===== src/rtl/rte_pkg.sv =====
// shared types, constants and codes of the ready task election block
package rte_pkg;

	localparam int TASK_SLOTS = 16;
	localparam int SLOT_W     = (TASK_SLOTS > 1) ? $clog2(TASK_SLOTS) : 1;
	localparam int CNT_W      = $clog2(TASK_SLOTS + 1);

	localparam logic [1:0] REQ_WRITE = 2'd0;
	localparam logic [1:0] REQ_ELECT = 2'd1;
	localparam logic [1:0] REQ_READ  = 2'd2;

	localparam logic [1:0] CFG_MODE = 2'd0;
	localparam logic [1:0] CFG_LOW  = 2'd1;
	localparam logic [1:0] CFG_HIGH = 2'd2;

	localparam logic MODE_SJF   = 1'b0;
	localparam logic MODE_AGING = 1'b1;

	typedef enum logic [1:0] {
		OP_WRITE,
		OP_ELECT,
		OP_READ,
		OP_NOP
	} op_t;

	typedef enum logic [2:0] {
		ST_IDLE,
		ST_READ,
		ST_SCAN,
		ST_DECIDE,
		ST_UPD_LEAST,
		ST_UPD_PICK,
		ST_PUSH
	} back_state_t;

	typedef struct packed {
		logic [1:0]  req_type;
		logic [3:0]  slot;
		logic        ready_in;
		logic [23:0] duration_in;
		logic [7:0]  priority_in;
		logic [15:0] cpu_use_in;
	} req_t;

	typedef struct packed {
		logic        found;
		logic [3:0]  slot_out;
		logic        ready_out;
		logic [23:0] duration_out;
		logic [7:0]  priority_out;
		logic [15:0] cpu_use_out;
	} res_t;

	typedef struct packed {
		logic        ready;
		logic [23:0] duration;
		logic [7:0]  prio;
		logic [15:0] cpu;
	} entry_t;

	typedef struct packed {
		op_t        op;
		logic [3:0] slot;
		entry_t     ent;
	} cmd_t;

	typedef struct packed {
		logic       mode;
		logic [7:0] low;
		logic [7:0] high;
	} cfg_t;

endpackage


===== src/rtl/rte_front.sv =====
// front end: request classification and two-entry command queue
module rte_front (
	input  logic          clk,
	input  logic          arst_n,
	input  logic          push,
	output logic          full,
	input  rte_pkg::req_t req,
	input  logic          cmd_pop,
	output logic          cmd_empty,
	output rte_pkg::cmd_t cmd
);

	rte_pkg::cmd_t cmd_in;
	rte_pkg::cmd_t buf_q [2];
	logic          wr_ptr_q;
	logic          rd_ptr_q;
	logic [1:0]    count_q;
	logic          in_range;
	logic          do_push;
	logic          do_pop;

	always_comb begin
		in_range        = (32'(req.slot) < 32'(rte_pkg::TASK_SLOTS));
		cmd_in.slot     = req.slot;
		cmd_in.ent      = '{ready: req.ready_in, duration: req.duration_in,
		                    prio: req.priority_in, cpu: req.cpu_use_in};
		unique case (req.req_type)
			rte_pkg::REQ_WRITE: cmd_in.op = in_range ? rte_pkg::OP_WRITE : rte_pkg::OP_NOP;
			rte_pkg::REQ_ELECT: cmd_in.op = rte_pkg::OP_ELECT;
			rte_pkg::REQ_READ:  cmd_in.op = in_range ? rte_pkg::OP_READ : rte_pkg::OP_NOP;
			default:            cmd_in.op = rte_pkg::OP_NOP;
		endcase
	end

	assign full      = (count_q == 2'd2);
	assign cmd_empty = (count_q == 2'd0);
	assign cmd       = buf_q[rd_ptr_q];
	assign do_push   = push && !full;
	assign do_pop    = cmd_pop && !cmd_empty;

	always_ff @(posedge clk or negedge arst_n) begin
		if (!arst_n) begin
			wr_ptr_q <= 1'b0;
			rd_ptr_q <= 1'b0;
			count_q  <= 2'd0;
		end else begin
			if (do_push) wr_ptr_q <= ~wr_ptr_q;
			if (do_pop) rd_ptr_q <= ~rd_ptr_q;
			unique case ({do_push, do_pop})
				2'b10:   count_q <= count_q + 2'd1;
				2'b01:   count_q <= count_q - 2'd1;
				default: count_q <= count_q;
			endcase
		end
	end

	always_ff @(posedge clk) begin
		if (do_push) buf_q[wr_ptr_q] <= cmd_in;
	end

endmodule


===== src/rtl/rte_back.sv =====
// back end: task table memory, election sequencer and configuration registers
module rte_back (
	input  logic          clk,
	input  logic          arst_n,
	input  logic          cfg_wr_en,
	input  logic [1:0]    cfg_index,
	input  logic [7:0]    cfg_wdata,
	input  logic          cmd_empty,
	input  rte_pkg::cmd_t cmd,
	output logic          cmd_pop,
	input  logic          res_full,
	output logic          res_push,
	output rte_pkg::res_t res_out
);

	rte_pkg::back_state_t state_q, state_d;
	rte_pkg::cfg_t        cfg_q;

	rte_pkg::entry_t mem [rte_pkg::TASK_SLOTS];
	logic [rte_pkg::TASK_SLOTS-1:0] written_q;
	rte_pkg::entry_t rd_q;
	logic            rd_valid_q;
	rte_pkg::entry_t cur;

	logic                      rd_en;
	logic [rte_pkg::SLOT_W-1:0] rd_addr;
	logic                      wr_en;
	logic [rte_pkg::SLOT_W-1:0] wr_addr;
	rte_pkg::entry_t           wr_data;

	logic [rte_pkg::CNT_W-1:0]  cnt_q;
	logic                       eval_v_q;
	logic [rte_pkg::SLOT_W-1:0] eval_idx_q;
	logic                       have_q;
	rte_pkg::entry_t            pick_q;
	logic [rte_pkg::SLOT_W-1:0] pick_idx_q;
	rte_pkg::entry_t            least_q;
	logic [rte_pkg::SLOT_W-1:0] least_idx_q;
	logic [3:0]                 slot_q;
	rte_pkg::res_t              res_q;

	logic            take_pick;
	logic            take_least;
	logic            scan_end;
	logic [7:0]      least_new;
	logic [7:0]      pick_new;
	rte_pkg::entry_t pick_upd;

	function automatic rte_pkg::res_t report(logic [3:0] slot, rte_pkg::entry_t e);
		rte_pkg::res_t r;
		r.found        = 1'b1;
		r.slot_out     = slot;
		r.ready_out    = e.ready;
		r.duration_out = e.duration;
		r.priority_out = e.prio;
		r.cpu_use_out  = e.cpu;
		return r;
	endfunction

	assign res_out  = res_q;
	assign cur      = rd_valid_q ? rd_q : '0;
	assign scan_end = (cnt_q == rte_pkg::CNT_W'(rte_pkg::TASK_SLOTS));

	always_comb begin
		take_pick = cur.ready && (!have_q || ((cfg_q.mode == rte_pkg::MODE_SJF) ?
		            (cur.duration < pick_q.duration) : (cur.prio > pick_q.prio)));
		take_least = cur.ready && (!have_q || (cur.cpu < least_q.cpu));
		least_new  = (least_q.prio < cfg_q.high) ? least_q.prio + 8'd1 : cfg_q.high;
		pick_new   = (pick_q.prio > cfg_q.low) ? pick_q.prio - 8'd1 : cfg_q.low;
		pick_upd      = pick_q;
		pick_upd.prio = pick_new;
	end

	// state register
	always_ff @(posedge clk or negedge arst_n) begin
		if (!arst_n) begin
			state_q <= rte_pkg::ST_IDLE;
		end else begin
			state_q <= state_d;
		end
	end

	// next state and table access
	always_comb begin
		state_d  = state_q;
		cmd_pop  = 1'b0;
		res_push = 1'b0;
		rd_en    = 1'b0;
		rd_addr  = '0;
		wr_en    = 1'b0;
		wr_addr  = '0;
		wr_data  = '0;
		unique case (state_q)
			rte_pkg::ST_IDLE: begin
				if (!cmd_empty) begin
					cmd_pop = 1'b1;
					unique case (cmd.op)
						rte_pkg::OP_WRITE: begin
							wr_en   = 1'b1;
							wr_addr = rte_pkg::SLOT_W'(cmd.slot);
							wr_data = cmd.ent;
							state_d = rte_pkg::ST_PUSH;
						end
						rte_pkg::OP_READ: begin
							rd_en   = 1'b1;
							rd_addr = rte_pkg::SLOT_W'(cmd.slot);
							state_d = rte_pkg::ST_READ;
						end
						rte_pkg::OP_ELECT: state_d = rte_pkg::ST_SCAN;
						rte_pkg::OP_NOP:   state_d = rte_pkg::ST_PUSH;
					endcase
				end
			end
			rte_pkg::ST_READ: state_d = rte_pkg::ST_PUSH;
			rte_pkg::ST_SCAN: begin
				if (!scan_end) begin
					rd_en   = 1'b1;
					rd_addr = cnt_q[rte_pkg::SLOT_W-1:0];
				end else begin
					state_d = rte_pkg::ST_DECIDE;
				end
			end
			rte_pkg::ST_DECIDE: begin
				if (have_q && cfg_q.mode == rte_pkg::MODE_AGING) begin
					state_d = rte_pkg::ST_UPD_LEAST;
				end else begin
					state_d = rte_pkg::ST_PUSH;
				end
			end
			rte_pkg::ST_UPD_LEAST: begin
				wr_en        = 1'b1;
				wr_addr      = least_idx_q;
				wr_data      = least_q;
				wr_data.prio = least_new;
				state_d      = rte_pkg::ST_UPD_PICK;
			end
			rte_pkg::ST_UPD_PICK: begin
				wr_en        = 1'b1;
				wr_addr      = pick_idx_q;
				wr_data      = pick_q;
				wr_data.prio = pick_new;
				state_d      = rte_pkg::ST_PUSH;
			end
			rte_pkg::ST_PUSH: begin
				res_push = 1'b1;
				if (!res_full) state_d = rte_pkg::ST_IDLE;
			end
			default: state_d = rte_pkg::ST_IDLE;
		endcase
	end

	// control registers
	always_ff @(posedge clk or negedge arst_n) begin
		if (!arst_n) begin
			cfg_q     <= '{mode: rte_pkg::MODE_AGING, low: 8'd0, high: 8'd15};
			written_q <= '0;
			cnt_q     <= '0;
			eval_v_q  <= 1'b0;
			have_q    <= 1'b0;
		end else begin
			if (cfg_wr_en) begin
				unique case (cfg_index)
					rte_pkg::CFG_MODE: cfg_q.mode <= cfg_wdata[0];
					rte_pkg::CFG_LOW:  cfg_q.low  <= cfg_wdata;
					rte_pkg::CFG_HIGH: cfg_q.high <= cfg_wdata;
					default:           cfg_q      <= cfg_q;
				endcase
			end
			if (wr_en) written_q[wr_addr] <= 1'b1;
			eval_v_q <= rd_en && (state_q == rte_pkg::ST_SCAN);
			if (state_q == rte_pkg::ST_IDLE) begin
				cnt_q  <= '0;
				have_q <= 1'b0;
			end else if (state_q == rte_pkg::ST_SCAN) begin
				if (!scan_end) cnt_q <= cnt_q + rte_pkg::CNT_W'(1);
				if (eval_v_q && cur.ready) have_q <= 1'b1;
			end
		end
	end

	// table memory
	always_ff @(posedge clk) begin
		if (wr_en) mem[wr_addr] <= wr_data;
		if (rd_en) begin
			rd_q       <= mem[rd_addr];
			rd_valid_q <= written_q[rd_addr];
		end
	end

	// election datapath and result
	always_ff @(posedge clk) begin
		if (rd_en) eval_idx_q <= rd_addr;
		if (state_q == rte_pkg::ST_SCAN && eval_v_q) begin
			if (take_pick) begin
				pick_q     <= cur;
				pick_idx_q <= eval_idx_q;
			end
			if (take_least) begin
				least_q     <= cur;
				least_idx_q <= eval_idx_q;
			end
		end
		if (state_q == rte_pkg::ST_UPD_LEAST && pick_idx_q == least_idx_q) begin
			pick_q.prio <= least_new;
		end
		unique case (state_q)
			rte_pkg::ST_IDLE: begin
				if (cmd.op == rte_pkg::OP_WRITE) begin
					res_q <= report(cmd.slot, cmd.ent);
				end else begin
					res_q <= '0;
				end
				slot_q <= cmd.slot;
			end
			rte_pkg::ST_READ: res_q <= report(slot_q, cur);
			rte_pkg::ST_DECIDE: begin
				if (have_q) begin
					res_q <= report(4'(pick_idx_q), pick_q);
				end else begin
					res_q <= '0;
				end
			end
			rte_pkg::ST_UPD_PICK: res_q <= report(4'(pick_idx_q), pick_upd);
			default: res_q <= res_q;
		endcase
	end

endmodule


===== src/rtl/rte_res_queue.sv =====
// two-entry result queue toward the consumer
module rte_res_queue (
	input  logic          clk,
	input  logic          arst_n,
	input  logic          res_push,
	input  rte_pkg::res_t res_in,
	output logic          res_full,
	output logic          empty,
	input  logic          pop,
	output rte_pkg::res_t res
);

	rte_pkg::res_t buf_q [2];
	logic          wr_ptr_q;
	logic          rd_ptr_q;
	logic [1:0]    count_q;
	logic          do_push;
	logic          do_pop;

	assign res_full = (count_q == 2'd2);
	assign empty    = (count_q == 2'd0);
	assign res      = buf_q[rd_ptr_q];
	assign do_push  = res_push && !res_full;
	assign do_pop   = pop && !empty;

	always_ff @(posedge clk or negedge arst_n) begin
		if (!arst_n) begin
			wr_ptr_q <= 1'b0;
			rd_ptr_q <= 1'b0;
			count_q  <= 2'd0;
		end else begin
			if (do_push) wr_ptr_q <= ~wr_ptr_q;
			if (do_pop) rd_ptr_q <= ~rd_ptr_q;
			unique case ({do_push, do_pop})
				2'b10:   count_q <= count_q + 2'd1;
				2'b01:   count_q <= count_q - 2'd1;
				default: count_q <= count_q;
			endcase
		end
	end

	always_ff @(posedge clk) begin
		if (do_push) buf_q[wr_ptr_q] <= res_in;
	end

endmodule


===== src/rtl/ready_task_election.sv =====
// top level of the ready task election block
// Task table of TASK_SLOTS entries (ready, duration, priority, CPU use) with write,
// read and election requests; every request gives exactly one result, in order.
// Requests enter a two-entry command queue and results leave through a two-entry
// result queue, so both sides stall independently. The back end serves one request
// at a time through a single-port table memory: a write or an invalid request goes
// straight to the result push, a read passes through a read state, and an election
// scans the table one entry per cycle, then decides and, in aging mode when a ready
// task was found, does two priority write-backs before the result push. Entries
// carry per-slot valid flip-flops cleared by reset, so no clearing pass is needed.
// Configuration writes are taken at any time but are meant for idle periods.
module ready_task_election (
	input  logic          clk,
	input  logic          arst_n,
	input  logic          push,
	output logic          full,
	input  rte_pkg::req_t req,
	output logic          empty,
	input  logic          pop,
	output rte_pkg::res_t res,
	input  logic          cfg_wr_en,
	input  logic [1:0]    cfg_index,
	input  logic [7:0]    cfg_wdata
);

	rte_pkg::cmd_t cmd;
	logic          cmd_empty;
	logic          cmd_pop;
	rte_pkg::res_t res_in;
	logic          res_push;
	logic          res_full;

	rte_front u_front (
		.clk       (clk),
		.arst_n    (arst_n),
		.push      (push),
		.full      (full),
		.req       (req),
		.cmd_pop   (cmd_pop),
		.cmd_empty (cmd_empty),
		.cmd       (cmd)
	);

	rte_back u_back (
		.clk       (clk),
		.arst_n    (arst_n),
		.cfg_wr_en (cfg_wr_en),
		.cfg_index (cfg_index),
		.cfg_wdata (cfg_wdata),
		.cmd_empty (cmd_empty),
		.cmd       (cmd),
		.cmd_pop   (cmd_pop),
		.res_full  (res_full),
		.res_push  (res_push),
		.res_out   (res_in)
	);

	rte_res_queue u_res_queue (
		.clk      (clk),
		.arst_n   (arst_n),
		.res_push (res_push),
		.res_in   (res_in),
		.res_full (res_full),
		.empty    (empty),
		.pop      (pop),
		.res      (res)
	);

`ifndef NO_ASSERTIONS
	a_pop_needs_cmd: assert property (@(posedge clk) disable iff (!arst_n)
		cmd_pop |-> !cmd_empty)
		else $error("command taken from an empty queue");

	a_slot_in_table: assert property (@(posedge clk) disable iff (!arst_n)
		(!empty && res.found) |-> ((rte_pkg::TASK_SLOTS > 16) ||
		(32'(res.slot_out) < 32'(rte_pkg::TASK_SLOTS))))
		else $error("result reports a slot outside the table");

	a_miss_is_zero: assert property (@(posedge clk) disable iff (!arst_n)
		(!empty && !res.found) |-> (res.slot_out == 4'd0 && res.ready_out == 1'b0 &&
		res.duration_out == 24'd0 && res.priority_out == 8'd0 && res.cpu_use_out == 16'd0))
		else $error("miss result carries nonzero entry data");
`endif

endmodule

===== config.mk =====
export PLATFORM = sky130hd
export DESIGN_NAME = ready_task_election
export DESIGN_NICKNAME = d
export VERILOG_FILES = /design/src/rtl/rte_pkg.sv /design/src/rtl/rte_front.sv /design/src/rtl/rte_back.sv /design/src/rtl/rte_res_queue.sv /design/src/rtl/ready_task_election.sv
export SDC_FILE = /design/constraint.sdc
export NUM_CORES = 2
export LEC_CHECK = 0
export BUFFER_PORTS_ARGS = -buffer_cell sky130_fd_sc_hd__buf_2
export CAP_MARGIN = 10
export CELL_PAD_IN_SITES_DETAIL_PLACEMENT = 1
export CELL_PAD_IN_SITES_GLOBAL_PLACEMENT = 1
export CORE_ASPECT_RATIO = 1.2
export CORE_MARGIN = 2
export CORE_UTILIZATION = 40
export DETAILED_ROUTE_END_ITERATION = 8
export PLACE_DENSITY = 0.63
export SYNTH_ARGS = -nofsm -noshare
export SYNTH_HDL_FRONTEND = slang
export SYNTH_SLANG_ARGS = --single-unit

===== constraint.sdc =====
create_clock -name clk -period 7.06 [get_ports clk]
set_clock_uncertainty 0.05 [all_clocks]
set_input_delay 0 -clock clk [delete_from_list [all_inputs] [get_ports clk]]
set_output_delay 0 -clock clk [all_outputs]
set_load 0.02 [all_outputs]

==> results.cfg <==
[synthesis]
syn_area_sq_um = 50860
yosysSeqAreaShare = 0.7455
yosys_warnings = 0
ys_types = 67
postSynthCellCount = 2862
synth-seq-cells = 1271
synth_edf_count = 1220
async_flop_share = 0.04013
synth.area.top_cells = edfxtp_1 72%, mux4_2 4.4%, mux2i_1 4.0%
syn-num-nets = 3002
avgSynthCellArea_sq_um = 17.77
synth_top_area_share = 0.7203
yosys.area.top_type = edfxtp_1
yosys_most_used_dff = edfxtp_1

[detailed_routing]
wirelength_mm = 133.6
drc = 0
drt-wirelength-per-cell_um = 26.92
first_iter_violations = 2501
drtAntennaViolNets = 0
first_pass_iters = 5
vias = 27810
vias_per_cell = 5.604

[grt]
grtUsageTotal = 0.2048
antenna_found_initial = 11
grt_pass1_wl_mm = 198.1
gr-total-overflow = 0
grt_max_degree = 94
first_global_vias = 30050

[power]
p_sw_w = 0.007606
leakage_nw = 19.72
p_comb_frac = 0.262
ir_drop_mv = 0.4946
p_clk_frac = 0.276
swShare = 0.3154
p_per_area_nw_per_um2 = 406.3
power_frac_seq = 0.462
internal_power_w = 0.01651

[critical_path]
critical-path-top-delay-family = buffers and inverters
required_ns = 7.44
arrival_ns = 5.13
cp_cell_sequence = buf_4 > and2_1 > ha_1 > a21oi_1 > nand2_1 > a2111oi_0 > o21ai_0 > nor3_1 > a211oi_2 > inv_2 > buf_4
cp.buffers_inverters = 3
cp_slowest_cell = edfxtp_1
cp_common_cell = buf_4
cp-startpoint = u_back.rd_valid_q$_DFFE_PP_
worstSetupPathType = flop to flop
path_max_fanout = 37
reg2reg_from = u_back.rd_valid_q$_DFFE_PP_
start_kind = flop
critPathMaxStageDelay_ns = 0.80
endpoint_kind = flop

[placed_design]
place_area_sq_um = 53760
gp_congestion = 0.8383
io_buffer_count = 125
place_hpwl_mm = 79.16

[clock_tree]
insertion_delay_ns = 0.73
clk_pin_slew_ns = 0.06
cts_tree = built
post-cts-setup-buffer-count = 0
clock_sinks = 1271
clockRootBuffer = clkbuf_16
cts_max_path_buffers = 3
cts_made_buffers = 120
htree_levels = 3

[status]
outcome = finished, final reports clean

[timing]
slew_viol_final = 0
worstMarginPinSlew_ns = 1.195
hold_viol = 0
post-route-min-period_ns = 4.749
max_slew_margin = 0.2001
fin_crit_sh = 0.6727
fmax_ghz = 0.2106
rsz0062_at_grt = no
setup_viol = 0
tns_ns = 0

[floorplan]
initial_core_util = 0.4026
die-area_sq_um = 130000
fp.coreArea_sq_um = 126300
std_cell_rows = 143
fp.dieW_um = 329.5
ios = 126
die_y_um = 394.6

[finish]
final_core_util = 0.4699
fin_area_sq_um = 59360
fin_nets = 3329
syn2layout_area_growth_pct = 16.71
drive_gt1_frac = 0.2152

[worst_hold_path]
holdCritStartpoint = cfg_wdata[5]
hold_path.class = primary input to flop

[job]
cap_violations = 0
cells in the final DEF (no fill, tap or decap), drive strengths merged, types with 5 or more instances in the layout:
cell type and instances:
mux2i 205, and2 45, xnor2 14, nor3 10, o22ai 54, o21ai 38, clkinv 59, and3 5
nand2 216, nand3 19, a22oi 21, o221ai 57, or2 18, clkbuf 144, nand4 8, a31oi 5
dlygate4sd3 131, mux2 122, a21oi 79, nand2b 10, o211ai 41, a221o 100, buf 222, mux4 100
nor2 51, inv 85, ha 70, clkinvlp 10, edfxtp 1220, dfrtp 46, dfstp 5, a21o 7
a211oi 5, xor2 11, bufinv 17
synthesized netlist by cell type, types with 51 or more instances:
cell type / instances
clkbuf_1: 83
a21oi_1: 78
mux2i_1: 204
ha_1: 70
nand2_1: 216
o22ai_1: 54
nor2_1: 51
o221ai_1: 57
a221o_1: 100
mux4_2: 100
mux2_2: 122
inv_1: 80
edfxtp_1: 1220
sequential cells by signal (all words and copies together), names as in the netlist, 5 cells and up:
| signal | count |
|---|---|
| u_back.written_q | 16 |
| u_res_queue.buf_q | 108 |
| u_back.cnt_q | 5 |
| u_back.rd_q | 49 |
| u_back.pick_q | 49 |
| u_front.buf_q | 110 |
| u_back.least_q | 49 |
| u_back.cfg_q | 17 |
| u_back.mem | 784 |
| u_back.res_out | 54 |
repair_timing:
| item | CTS | global route |
|---|---|---|
| resized for setup | 0 | 0 |
| endpoints found under the setup margin | 0 | 0 |
| hold endpoints to repair | 206 | 0 |
| hold buffers | 131 | 0 |
cell type report:
| class | instances | area [sq um] |
|---|---|---|
| diodes | 1 | 2.502 |
| clock buffers | 142 | 3181 |
| clock inverters | 86 | 919.6 |
| fillers | 11930 | 66960 |
| inverters | 85 | 336.6 |
| multi-input cells | 1356 | 12150 |
| flip-flops and latches | 1271 | 37920 |
| well taps | 1667 | 2086 |
| repair buffers | 355 | 2761 |
layer usage:
metal  part of all wire  GRT usage
met5                  0          0
met4              0.020    0.05276
met3              0.051    0.02322
met2               0.50     0.3487
met1               0.43     0.2796
final timing paths:
path                       slack (ns)  cells after the start                              end
max in group asynchronous        5.89                      4    u_back.state_q[0]$_DFFE_PN0P_
max reg2reg                      2.31                     11       u_back.pick_q[1]$_DFFE_PP_
min reg2reg                      0.40                      0  u_back.least_idx_q[0]$_DFFE_PP_
min in group asynchronous        0.50                      4     u_front.wr_ptr_q$_DFFE_PN0P_
min                              0.04                      3      u_back.cfg_q[5]$_DFFE_PN0P_
max                              2.31                     11       u_back.pick_q[1]$_DFFE_PP_
stage by stage:
stage | power [W] | setup slack [ns] | instances | hold WS (ns)
after floorplan | 0.01496 | 0.2536 | 2862 | -0.3456
after global placement | 0.01718 | 2.344 | 4585 | 0.1120
after detailed placement | 0.01749 | 2.264 | 4585 | 0.1372
after CTS | 0.02422 | 2.227 | 4944 | 0.00003170
after global routing | 0.02513 | 1.956 | 4962 | 0.03526
final | 0.02412 | 2.311 | 4963 | 0.03729
worst reg2reg max path: stages (launching register included):
cell	delay (ns)
edfxtp_1	0.80
buf_4	0.40
and2_1	0.26
ha_1	0.29
a21oi_1	0.16
nand2_1	0.09
a2111oi_0	0.39
o21ai_0	0.16
nor3_1	0.49
a211oi_2	0.24
inv_2	0.75
buf_4	0.37
cells by family after synthesis:
logic type,Yosys count,synth area share
AND/OR/NAND/NOR,398,0.03607
adder cells (fa/ha/maj),70,0.01722
flip-flops,1271,0.7455
AO/OA/AOI/OAI,436,0.06448
XOR/XNOR,25,0.004305
multiplexers,427,0.1117
buffers and inverters,235,0.02067
power groups by stage:
stage	clock network (W)	registers [W]	logic, W
after global placement	0	0.0112	0.00597
after detailed placement	0	0.0113	0.00619
final	0.00666	0.0111	0.00631
after global routing	0.00707	0.0112	0.00683
after floorplan	0	0.0110	0.00399
after CTS	0.00680	0.0112	0.00627
Note: power is estimated with default switching activity, not from simulation.
